==> src/rtl/ctlp_pkg.sv <==
// shared types, character codes and defaults for the cnf text literal parser
`timescale 1ns / 1ps

package ctlp_pkg;

    localparam int DEFAULT_VAR_BITS   = 24;
    localparam int DEFAULT_COUNT_BITS = 16;

    // queue between classifier and parser, power of two
    localparam int QUEUE_DEPTH = 4;
    localparam int QUEUE_PTR_BITS = $clog2(QUEUE_DEPTH);

    localparam logic [7:0] CHAR_COMMENT  = 8'h63;  // 'c'
    localparam logic [7:0] CHAR_PROBLEM  = 8'h70;  // 'p'
    localparam logic [7:0] CHAR_MINUS    = 8'h2D;  // '-'
    localparam logic [7:0] CHAR_ZERO     = 8'h30;  // '0'
    localparam logic [7:0] CHAR_NINE     = 8'h39;  // '9'
    localparam logic [7:0] CHAR_NEWLINE  = 8'h0A;  // '\n'
    localparam int         DECIMAL_RADIX = 10;

    typedef enum logic [2:0] {
        KIND_OTHER   = 3'd0,
        KIND_DIGIT   = 3'd1,
        KIND_MINUS   = 3'd2,
        KIND_SKIP    = 3'd3,
        KIND_NEWLINE = 3'd4
    } tok_kind_t;

    typedef struct packed {
        logic      eoi;
        tok_kind_t kind;
        logic [3:0] digit;
    } token_t;

    typedef enum logic [2:0] {
        MODE_IDLE   = 3'b001,
        MODE_NUMBER = 3'b010,
        MODE_SKIP   = 3'b100
    } mode_t;

    typedef struct packed {
        logic full;
        logic empty;
    } queue_status_t;

endpackage

==> src/rtl/ctlp_front.sv <==
// front end: classifies each text byte into a token
`timescale 1ns / 1ps

module ctlp_front
    import ctlp_pkg::*;
(
    input  logic [7:0] text_byte,
    input  logic       end_of_input,
    output token_t     token
);

    logic [7:0] digit_full;

    assign digit_full = text_byte - CHAR_ZERO;

    always_comb
    begin
        token.eoi   = end_of_input;
        token.digit = digit_full[3:0];
        priority if (text_byte >= CHAR_ZERO && text_byte <= CHAR_NINE)
        begin
            token.kind = KIND_DIGIT;
        end
        else if (text_byte == CHAR_MINUS)
        begin
            token.kind = KIND_MINUS;
        end
        else if (text_byte == CHAR_COMMENT || text_byte == CHAR_PROBLEM)
        begin
            token.kind = KIND_SKIP;
        end
        else if (text_byte == CHAR_NEWLINE)
        begin
            token.kind = KIND_NEWLINE;
        end
        else
        begin
            token.kind = KIND_OTHER;
        end
    end

endmodule

==> src/rtl/ctlp_queue.sv <==
// small token queue between classifier and parser
`timescale 1ns / 1ps

module ctlp_queue
    import ctlp_pkg::*;
(
    input  logic          clk,
    input  logic          rst_n,
    input  logic          push,
    input  token_t        push_token,
    input  logic          pop,
    output token_t        head_token,
    output queue_status_t status
);

    token_t                    mem_reg [QUEUE_DEPTH];
    logic [QUEUE_PTR_BITS-1:0] wr_ptr_reg, wr_ptr_next;
    logic [QUEUE_PTR_BITS-1:0] rd_ptr_reg, rd_ptr_next;
    logic [QUEUE_PTR_BITS:0]   count_reg, count_next;
    logic                      do_push;
    logic                      do_pop;

    assign status.full  = (count_reg == (QUEUE_PTR_BITS + 1)'(QUEUE_DEPTH));
    assign status.empty = (count_reg == '0);
    assign do_push      = push && !status.full;
    assign do_pop       = pop && !status.empty;
    assign head_token   = mem_reg[rd_ptr_reg];

    always_comb
    begin
        wr_ptr_next = do_push ? wr_ptr_reg + 1'b1 : wr_ptr_reg;
        rd_ptr_next = do_pop ? rd_ptr_reg + 1'b1 : rd_ptr_reg;
        count_next  = count_reg;
        if (do_push && !do_pop)
        begin
            count_next = count_reg + 1'b1;
        end
        else if (do_pop && !do_push)
        begin
            count_next = count_reg - 1'b1;
        end
    end

    always_ff @(posedge clk or negedge rst_n)
    begin
        if (!rst_n)
        begin
            wr_ptr_reg <= '0;
            rd_ptr_reg <= '0;
            count_reg  <= '0;
        end
        else
        begin
            wr_ptr_reg <= wr_ptr_next;
            rd_ptr_reg <= rd_ptr_next;
            count_reg  <= count_next;
        end
    end

    always_ff @(posedge clk)
    begin
        if (do_push)
        begin
            mem_reg[wr_ptr_reg] <= push_token;
        end
    end

endmodule

==> src/rtl/ctlp_back.sv <==
// back end: parse state, number accumulation and registered result
`timescale 1ns / 1ps

module ctlp_back
    import ctlp_pkg::*;
#(
    parameter int VAR_BITS   = DEFAULT_VAR_BITS,
    parameter int COUNT_BITS = DEFAULT_COUNT_BITS
)
(
    input  logic                  clk,
    input  logic                  rst_n,
    input  logic                  token_valid,
    input  token_t                token,
    output logic                  token_take,
    output logic                  result_valid,
    input  logic                  result_stall,
    output logic signed [VAR_BITS:0] literal,
    output logic                  clause_end,
    output logic [COUNT_BITS-1:0] clause_length,
    output logic                  overflow
);

    localparam int WIDE_BITS = VAR_BITS + 4;

    mode_t                 mode_reg, mode_next;
    logic                  neg_reg, neg_next;
    logic [VAR_BITS-1:0]   acc_reg, acc_next;
    logic                  ovf_reg, ovf_next;
    logic [COUNT_BITS-1:0] cnt_reg, cnt_next;

    logic                  out_valid_reg, out_valid_next;
    logic [VAR_BITS:0]     lit_reg, lit_next;
    logic                  end_reg, end_next;
    logic [COUNT_BITS-1:0] len_reg, len_next;
    logic                  oflag_reg, oflag_next;

    logic                  ready;
    logic                  take;
    logic                  do_emit;
    logic [WIDE_BITS-1:0]  acc_wide;
    logic [WIDE_BITS-1:0]  times_ten;
    logic                  sat;
    logic [VAR_BITS:0]     mag;
    logic [COUNT_BITS-1:0] cnt_inc;
    logic                  acc_nonzero;

    assign ready      = !out_valid_reg || !result_stall;
    assign take       = token_valid && ready;
    assign token_take = take;

    // acc * 10 + digit as two shifts and two adds
    assign acc_wide  = WIDE_BITS'(acc_reg);
    assign times_ten = (acc_wide << 3) + (acc_wide << 1) + WIDE_BITS'(token.digit);
    assign sat       = |times_ten[WIDE_BITS-1:VAR_BITS];

    assign acc_nonzero = (acc_reg != '0);
    assign mag         = {1'b0, acc_reg};
    assign cnt_inc     = (cnt_reg == '1) ? cnt_reg : cnt_reg + 1'b1;

    always_comb
    begin
        mode_next = mode_reg;
        neg_next  = neg_reg;
        acc_next  = acc_reg;
        ovf_next  = ovf_reg;
        cnt_next  = cnt_reg;
        do_emit   = 1'b0;
        if (take)
        begin
            if (token.eoi)
            begin
                do_emit   = (mode_reg == MODE_NUMBER);
                mode_next = MODE_IDLE;
                neg_next  = 1'b0;
                acc_next  = '0;
                ovf_next  = 1'b0;
                cnt_next  = '0;
            end
            else
            begin
                unique case (mode_reg)
                    MODE_SKIP:
                    begin
                        if (token.kind == KIND_NEWLINE)
                        begin
                            mode_next = MODE_IDLE;
                        end
                    end
                    MODE_NUMBER:
                    begin
                        if (token.kind == KIND_DIGIT)
                        begin
                            acc_next = sat ? '1 : times_ten[VAR_BITS-1:0];
                            ovf_next = ovf_reg | sat;
                        end
                        else
                        begin
                            // terminator byte is consumed without effect
                            do_emit   = 1'b1;
                            mode_next = MODE_IDLE;
                            neg_next  = 1'b0;
                            acc_next  = '0;
                            ovf_next  = 1'b0;
                            cnt_next  = acc_nonzero ? cnt_inc : '0;
                        end
                    end
                    MODE_IDLE:
                    begin
                        unique case (token.kind)
                            KIND_SKIP:    mode_next = MODE_SKIP;
                            KIND_MINUS:   neg_next = 1'b1;
                            KIND_DIGIT:
                            begin
                                acc_next  = VAR_BITS'(token.digit);
                                ovf_next  = 1'b0;
                                mode_next = MODE_NUMBER;
                            end
                            KIND_NEWLINE: mode_next = MODE_IDLE;
                            KIND_OTHER:   mode_next = MODE_IDLE;
                            default:      mode_next = MODE_IDLE;
                        endcase
                    end
                    default:
                    begin
                        mode_next = MODE_IDLE;
                    end
                endcase
            end
        end
    end

    // result register
    always_comb
    begin
        out_valid_next = out_valid_reg;
        lit_next       = lit_reg;
        end_next       = end_reg;
        len_next       = len_reg;
        oflag_next     = oflag_reg;
        if (take && do_emit)
        begin
            out_valid_next = 1'b1;
            if (acc_nonzero)
            begin
                lit_next   = neg_reg ? -mag : mag;
                end_next   = 1'b0;
                len_next   = '0;
                oflag_next = ovf_reg;
            end
            else
            begin
                lit_next   = '0;
                end_next   = 1'b1;
                len_next   = cnt_reg;
                oflag_next = 1'b0;
            end
        end
        else if (!result_stall)
        begin
            out_valid_next = 1'b0;
        end
    end

    always_ff @(posedge clk or negedge rst_n)
    begin
        if (!rst_n)
        begin
            mode_reg      <= MODE_IDLE;
            neg_reg       <= 1'b0;
            acc_reg       <= '0;
            ovf_reg       <= 1'b0;
            cnt_reg       <= '0;
            out_valid_reg <= 1'b0;
        end
        else
        begin
            mode_reg      <= mode_next;
            neg_reg       <= neg_next;
            acc_reg       <= acc_next;
            ovf_reg       <= ovf_next;
            cnt_reg       <= cnt_next;
            out_valid_reg <= out_valid_next;
        end
    end

    always_ff @(posedge clk)
    begin
        lit_reg   <= lit_next;
        end_reg   <= end_next;
        len_reg   <= len_next;
        oflag_reg <= oflag_next;
    end

    assign result_valid  = out_valid_reg;
    assign literal       = signed'(lit_reg);
    assign clause_end    = end_reg;
    assign clause_length = len_reg;
    assign overflow      = oflag_reg;

endmodule

==> src/rtl/cnf_text_literal_parser_top.sv <==
// top level of the cnf text literal parser
`timescale 1ns / 1ps

// DIMACS CNF text parser. Each accepted item is one byte of formula text (or an
// end-of-input mark); each result item is either a signed literal or a clause end
// carrying the number of literals in the clause. Lines that start with 'c' or 'p'
// between tokens are skipped through the next newline, a '-' makes the next
// number negative, and the byte that ends a number is consumed. Magnitudes
// saturate at 2^VAR_BITS - 1 with the overflow bit set; clause lengths saturate
// at 2^COUNT_BITS - 1. End of input flushes a pending number and then returns
// every piece of parse state to reset, dropping an unterminated clause.
// Rate: one byte per cycle sustained while the result side does not stall, limited
// by the single parse state update (a times-ten add on the accumulator) in the
// back end. An accepted byte waits in a four-entry token queue; the parser loads
// the output register at the same clock edge at which it takes the byte from the
// queue head. While a waiting result is stalled the parser holds, and the byte
// side keeps going until the queue holds four items, then stalls.

module cnf_text_literal_parser_top
    import ctlp_pkg::*;
#(
    parameter int VAR_BITS   = DEFAULT_VAR_BITS,
    parameter int COUNT_BITS = DEFAULT_COUNT_BITS
)
(
    input  logic                     clk,
    input  logic                     rst_n,
    input  logic                     text_valid,
    output logic                     text_stall,
    input  logic [7:0]               text_byte,
    input  logic                     end_of_input,
    output logic                     result_valid,
    input  logic                     result_stall,
    output logic signed [VAR_BITS:0] literal,
    output logic                     clause_end,
    output logic [COUNT_BITS-1:0]    clause_length,
    output logic                     overflow
);

    token_t        front_token;
    token_t        head_token;
    queue_status_t queue_status;
    logic          token_take;

    // byte classification happens on the way into the queue
    ctlp_front u_front
    (
        .text_byte    (text_byte),
        .end_of_input (end_of_input),
        .token        (front_token)
    );

    // stall only when the queue is full, independent of the result side this cycle
    assign text_stall = queue_status.full;

    ctlp_queue u_queue
    (
        .clk        (clk),
        .rst_n      (rst_n),
        .push       (text_valid),
        .push_token (front_token),
        .pop        (token_take),
        .head_token (head_token),
        .status     (queue_status)
    );

    // parse state machine plus the output register
    ctlp_back #(
        .VAR_BITS   (VAR_BITS),
        .COUNT_BITS (COUNT_BITS)
    ) u_back
    (
        .clk           (clk),
        .rst_n         (rst_n),
        .token_valid   (!queue_status.empty),
        .token         (head_token),
        .token_take    (token_take),
        .result_valid  (result_valid),
        .result_stall  (result_stall),
        .literal       (literal),
        .clause_end    (clause_end),
        .clause_length (clause_length),
        .overflow      (overflow)
    );

    // a clause end never carries a literal value or an overflow
    assert property (@(posedge clk) disable iff (!rst_n)
        result_valid && clause_end |-> literal == '0 && !overflow)
        else $error("clause end with literal or overflow set");

    // a literal result is never zero
    assert property (@(posedge clk) disable iff (!rst_n)
        result_valid && !clause_end |-> literal != '0)
        else $error("zero literal emitted");

    // queue cannot be full and empty at once
    assert property (@(posedge clk) disable iff (!rst_n)
        !(queue_status.full && queue_status.empty))
        else $error("queue status inconsistent");

    // the parser only takes tokens the queue actually holds
    assert property (@(posedge clk) disable iff (!rst_n)
        token_take |-> !queue_status.empty)
        else $error("token taken from empty queue");

endmodule

==> config.mk <==
export PLATFORM = sky130hd
export DESIGN_NAME = cnf_text_literal_parser_top
export DESIGN_NICKNAME = d
export VERILOG_FILES = /design/src/rtl/ctlp_pkg.sv /design/src/rtl/ctlp_front.sv /design/src/rtl/ctlp_queue.sv /design/src/rtl/ctlp_back.sv /design/src/rtl/cnf_text_literal_parser_top.sv
export SDC_FILE = /design/constraint.sdc
export NUM_CORES = 1
export LEC_CHECK = 0
export BUFFER_PORTS_ARGS = -buffer_cell sky130_fd_sc_hd__buf_2
export CAP_MARGIN = 20
export CORE_ASPECT_RATIO = 0.75
export CORE_UTILIZATION = 59
export CTS_CLUSTER_SIZE = 30
export DETAILED_ROUTE_END_ITERATION = 10
export PLACE_DENSITY = 0.78
export SYNTH_ARGS = -nofsm -noshare
export SYNTH_HDL_FRONTEND = slang
export SYNTH_SLANG_ARGS = --single-unit
==> constraint.sdc <==
create_clock -name clk -period 5.3 [get_ports clk]
set_clock_uncertainty 0.2 [all_clocks]
set_input_delay 1.06 -clock clk [delete_from_list [all_inputs] [get_ports clk]]
set_output_delay 1.06 -clock clk [all_outputs]
set_load 0.02 [all_outputs]
==> results by group <==
Layout
  – Fin area: 8570 µm²
  – Layout cells sized above 1: 0.150
  – Area Growth Syn to Fin: 13.1%
  – Final net count: 839
  – Max FFs per register: 32
  – Fillcell total: 872
  – Commonest non-fill, non-tap cell in the layout: edfxtp_1
  – Most frequent cells in the layout: edfxtp_1 (75), nor2_1 (65), buf_2 (57)
  – Final Util: 0.692
  – N_diodes: 0

Setup path
  – Crit path DAT: 4.83 ns
  – Worst-path cell chain: mux4_2 > fa_1 > inv_1 > fa_1 > nand2b_1 > a21o_1 > a211oi_1 > o31ai_1 > and3_1 > o221ai_1 > nor2_1 > buf_4 > a311oi_1
  – CP endpoint kind: flip-flop
  – Crit Path Class: flip-flop to flip-flop
  – CP startpoint kind: flip-flop
  – Worst Path Buf+Inv: 2
  – Max stage delay on crit path: 0.57 ns
  – Crit path max fanout: 20
  – Critical path's top delay family: compound AO/OA/AOI/OAI gates
  – Slowest CP cell: dfrtp_1
  – Critical Path RT: 5.40 ns
  – CP dominant cell by count: fa_1

Drt
  – WL/cell: 18.7 µm
  – Met3 WL: 1510 µm
  – Residual DRC: 0
  – Met2 WL: 8050 µm
  – WL final: 17,700 µm
  – Vias/cell: 6.32
  – Met1 Routed Length: 7950 µm
  – Top sig layer: met4
  – Routed Antenna Nets: 0
  – Vias: 5,994
  – Initial drt markers: 828
  – Count of TritonRoute iterations in the first routing pass: 6

Synth
  – Ys flop type: edfxtp_1
  – FF+latch count, synth: 128
  – Register area share after synthesis: 0.472
  – Synth Instances: 717
  – Area leader, netlist: edfxtp_1
  – FFs w/ async S/R, synth: 0.414
  – Mapped Nets: 787
  – Mapped Avg Cell Area: 10.6 µm²
  – Post-synth top area share: 0.297
  – Post-synth EDFFs: 75
  – Netlist cell types: 66
  – YS warnings: 0
  – Largest cells by area after synthesis: edfxtp_1 (30%), dfrtp_1 (17%), ha_1 (8.9%)
  – Mapped Area: 7580 µm²

Placed design
  – Gpl congestion: 0.877
  – Cell Area, Placed: 7960 µm²
  – DP HPWL: 12,500 µm
  – Buffers on Ports: 57
  – Placement Setup Slack: 0.653 ns

Floorplanning
  – Die height: 100 µm
  – Initial Utilization: 0.612
  – # rows: 35
  – Die area: 13,300 µm²
  – Ports: 58
  – Die width: 133 µm
  – Core ar.: 12,400 µm²

Power
  – Leak: 3.46 nW
  – P_sw: 0.00234 W
  – Power Internal: 0.00305 W
  – Clock power frac: 0.223
  – P per Cell Area: 629 nW/µm²
  – Sw frac: 0.434
  – Comb pwr share: 0.485
  – VDD IR-drop max: 0.352 mV
  – Flop pwr share: 0.292

CTS
  – Clk_lat worst skew: 0.42 ns
  – # Post-CTS Setup Buffers: 0
  – Clock sinks: 128
  – Post-cts resize count: 0
  – CTS tree: yes
  – Clock-pin slew on the worst setup and hold paths: 0.06 ns
  – H-tree levels: 4
  – CTS Hold Buffers Added: 0
  – Clk buf depth: 2
  – TritonCTS Buffers: 17
  – CTS Root Cell: clkbuf_16

Global routing
  – Vias in the first global route: 5,501
  – Overflow left after global routing: 0
  – Largest net degree at the start of global routing: 54
  – Initial antenna violation count: 0
  – Overall Global Routing Usage: 0.277
  – First-pass GRT wire length: 28,400 µm

STA
  – Min cycle time layout: 4.73 ns
  – Slew HR: 0.386
  – Max Clock Freq: 211 MHz
  – Tcrit/Tclk final: 0.893
  – Final Hold Viols: 0
  – Slew @ Worst Pin: 0.921 ns
  – RSZ-0062 raised after global routing: no
  – Setup-failing EPs final: 0
  – Sum Neg Setup Slack: 0 ns
  – Pins over their slew limit: 0
  – Fin worst setup slack: 0.566 ns

Run status
  – Outcome: completed

Flow run
  – Max_cap viols: 0

Min path
  – Worst hold path type: flip-flop to flip-flop
-- logic make-up after synthesis --
family | share of synthesized area
DFF | 0.472
AOI/OAI and AO/OA | 0.150
adders and majority gates | 0.0971
and+or+nand+nor | 0.170
buffers and inverters | 0.0319
muxes | 0.0281
xor gates and xnor gates | 0.0509
-- final cells by class --
cell class,count,area [µm²],area share
repair buffers,63,330,0.0385
well taps,166,208,0.0242
clock inverters,14,181,0.0212
clock buffers,18,429,0.0501
inverters,22,82.6,0.00964
multi-input cells,537,3760,0.439
flip-flops and latches,128,3580,0.418
-- stage by stage --
| stage | power, W | std cells | hold slack [ns] |
|---|---|---|---|
| 4_1_cts | 0.00535 | 948 | 0.303 |
| 3_3_place_gp | 0.00400 | 916 | 0.270 |
| 2_1_floorplan | 0.00351 | 717 | 0.246 |
| 3_5_place_dp | 0.00411 | 916 | 0.287 |
| 6_report | 0.00539 | 948 | 0.299 |
| 5_1_grt | 0.00572 | 948 | 0.323 |
-- Yosys cell counts (all sizes together), types with 4 or more instances --
library cell	n
o21ai	61
a21o	4
o31ai	13
a311oi	16
nand4	11
o22ai	5
and3	14
a211oi	7
o211ai	6
inv	22
and2	25
nor2	66
nor2b	8
mux4	8
o31a	4
clkbuf	15
nand4b	4
a21oi	35
nand2	50
or3	7
nand2b	14
nand3	18
buf	15
dfrtp	52
nor3	11
xnor2	25
ha	54
edfxtp	75
a31oi	7
nor3b	5
xor2	19
-- power groups by stage --
stage	registers (W)	logic, W	clock network [W]
finish	0.00157	0.00261	0.00120
global route	0.00159	0.00287	0.00125
CTS	0.00157	0.00258	0.00121
detailed placement	0.00158	0.00253	0
global placement	0.00156	0.00243	0
floorplan	0.00148	0.00204	0
-- per-layer routing --
| metal | vias up | global-route usage |
|---|---|---|
| met5 | - | 0 |
| met4 | 0 | 0.0707 |
| met3 | 32 | 0.0576 |
| met2 | 297 | 0.420 |
| met1 | 2889 | 0.407 |
| li1 | 2776 | - |
-- worst reg2reg max path: stages (launching register included) --
cell and delay (ns):
dfrtp_1 0.57, mux4_2 0.41, fa_1 0.53, inv_1 0.07, fa_1 0.47, nand2b_1 0.21, a21o_1 0.19, a211oi_1 0.44
o31ai_1 0.21, and3_1 0.23, o221ai_1 0.44, nor2_1 0.08, buf_4 0.23, a311oi_1 0.34
-- final timing paths --
check | from | to | slack [ns] | cells after the start
worst min-delay path | u_back.result_valid | u_back.result_valid | 0.30 | 2
worst max-delay path | u_queue.rd_ptr_reg[1] | u_back.acc_reg[4] | 0.57 | 13
max in group asynchronous | rst_n | u_back.acc_reg[5] | 3.83 | 2
worst max register to register | u_queue.rd_ptr_reg[1] | u_back.acc_reg[4] | 0.57 | 13
min in group asynchronous | rst_n | u_back.cnt_reg[7] | 0.58 | 2
worst min register to register | u_back.result_valid | u_back.result_valid | 0.30 | 2
(Power assumes the default switching activity.)
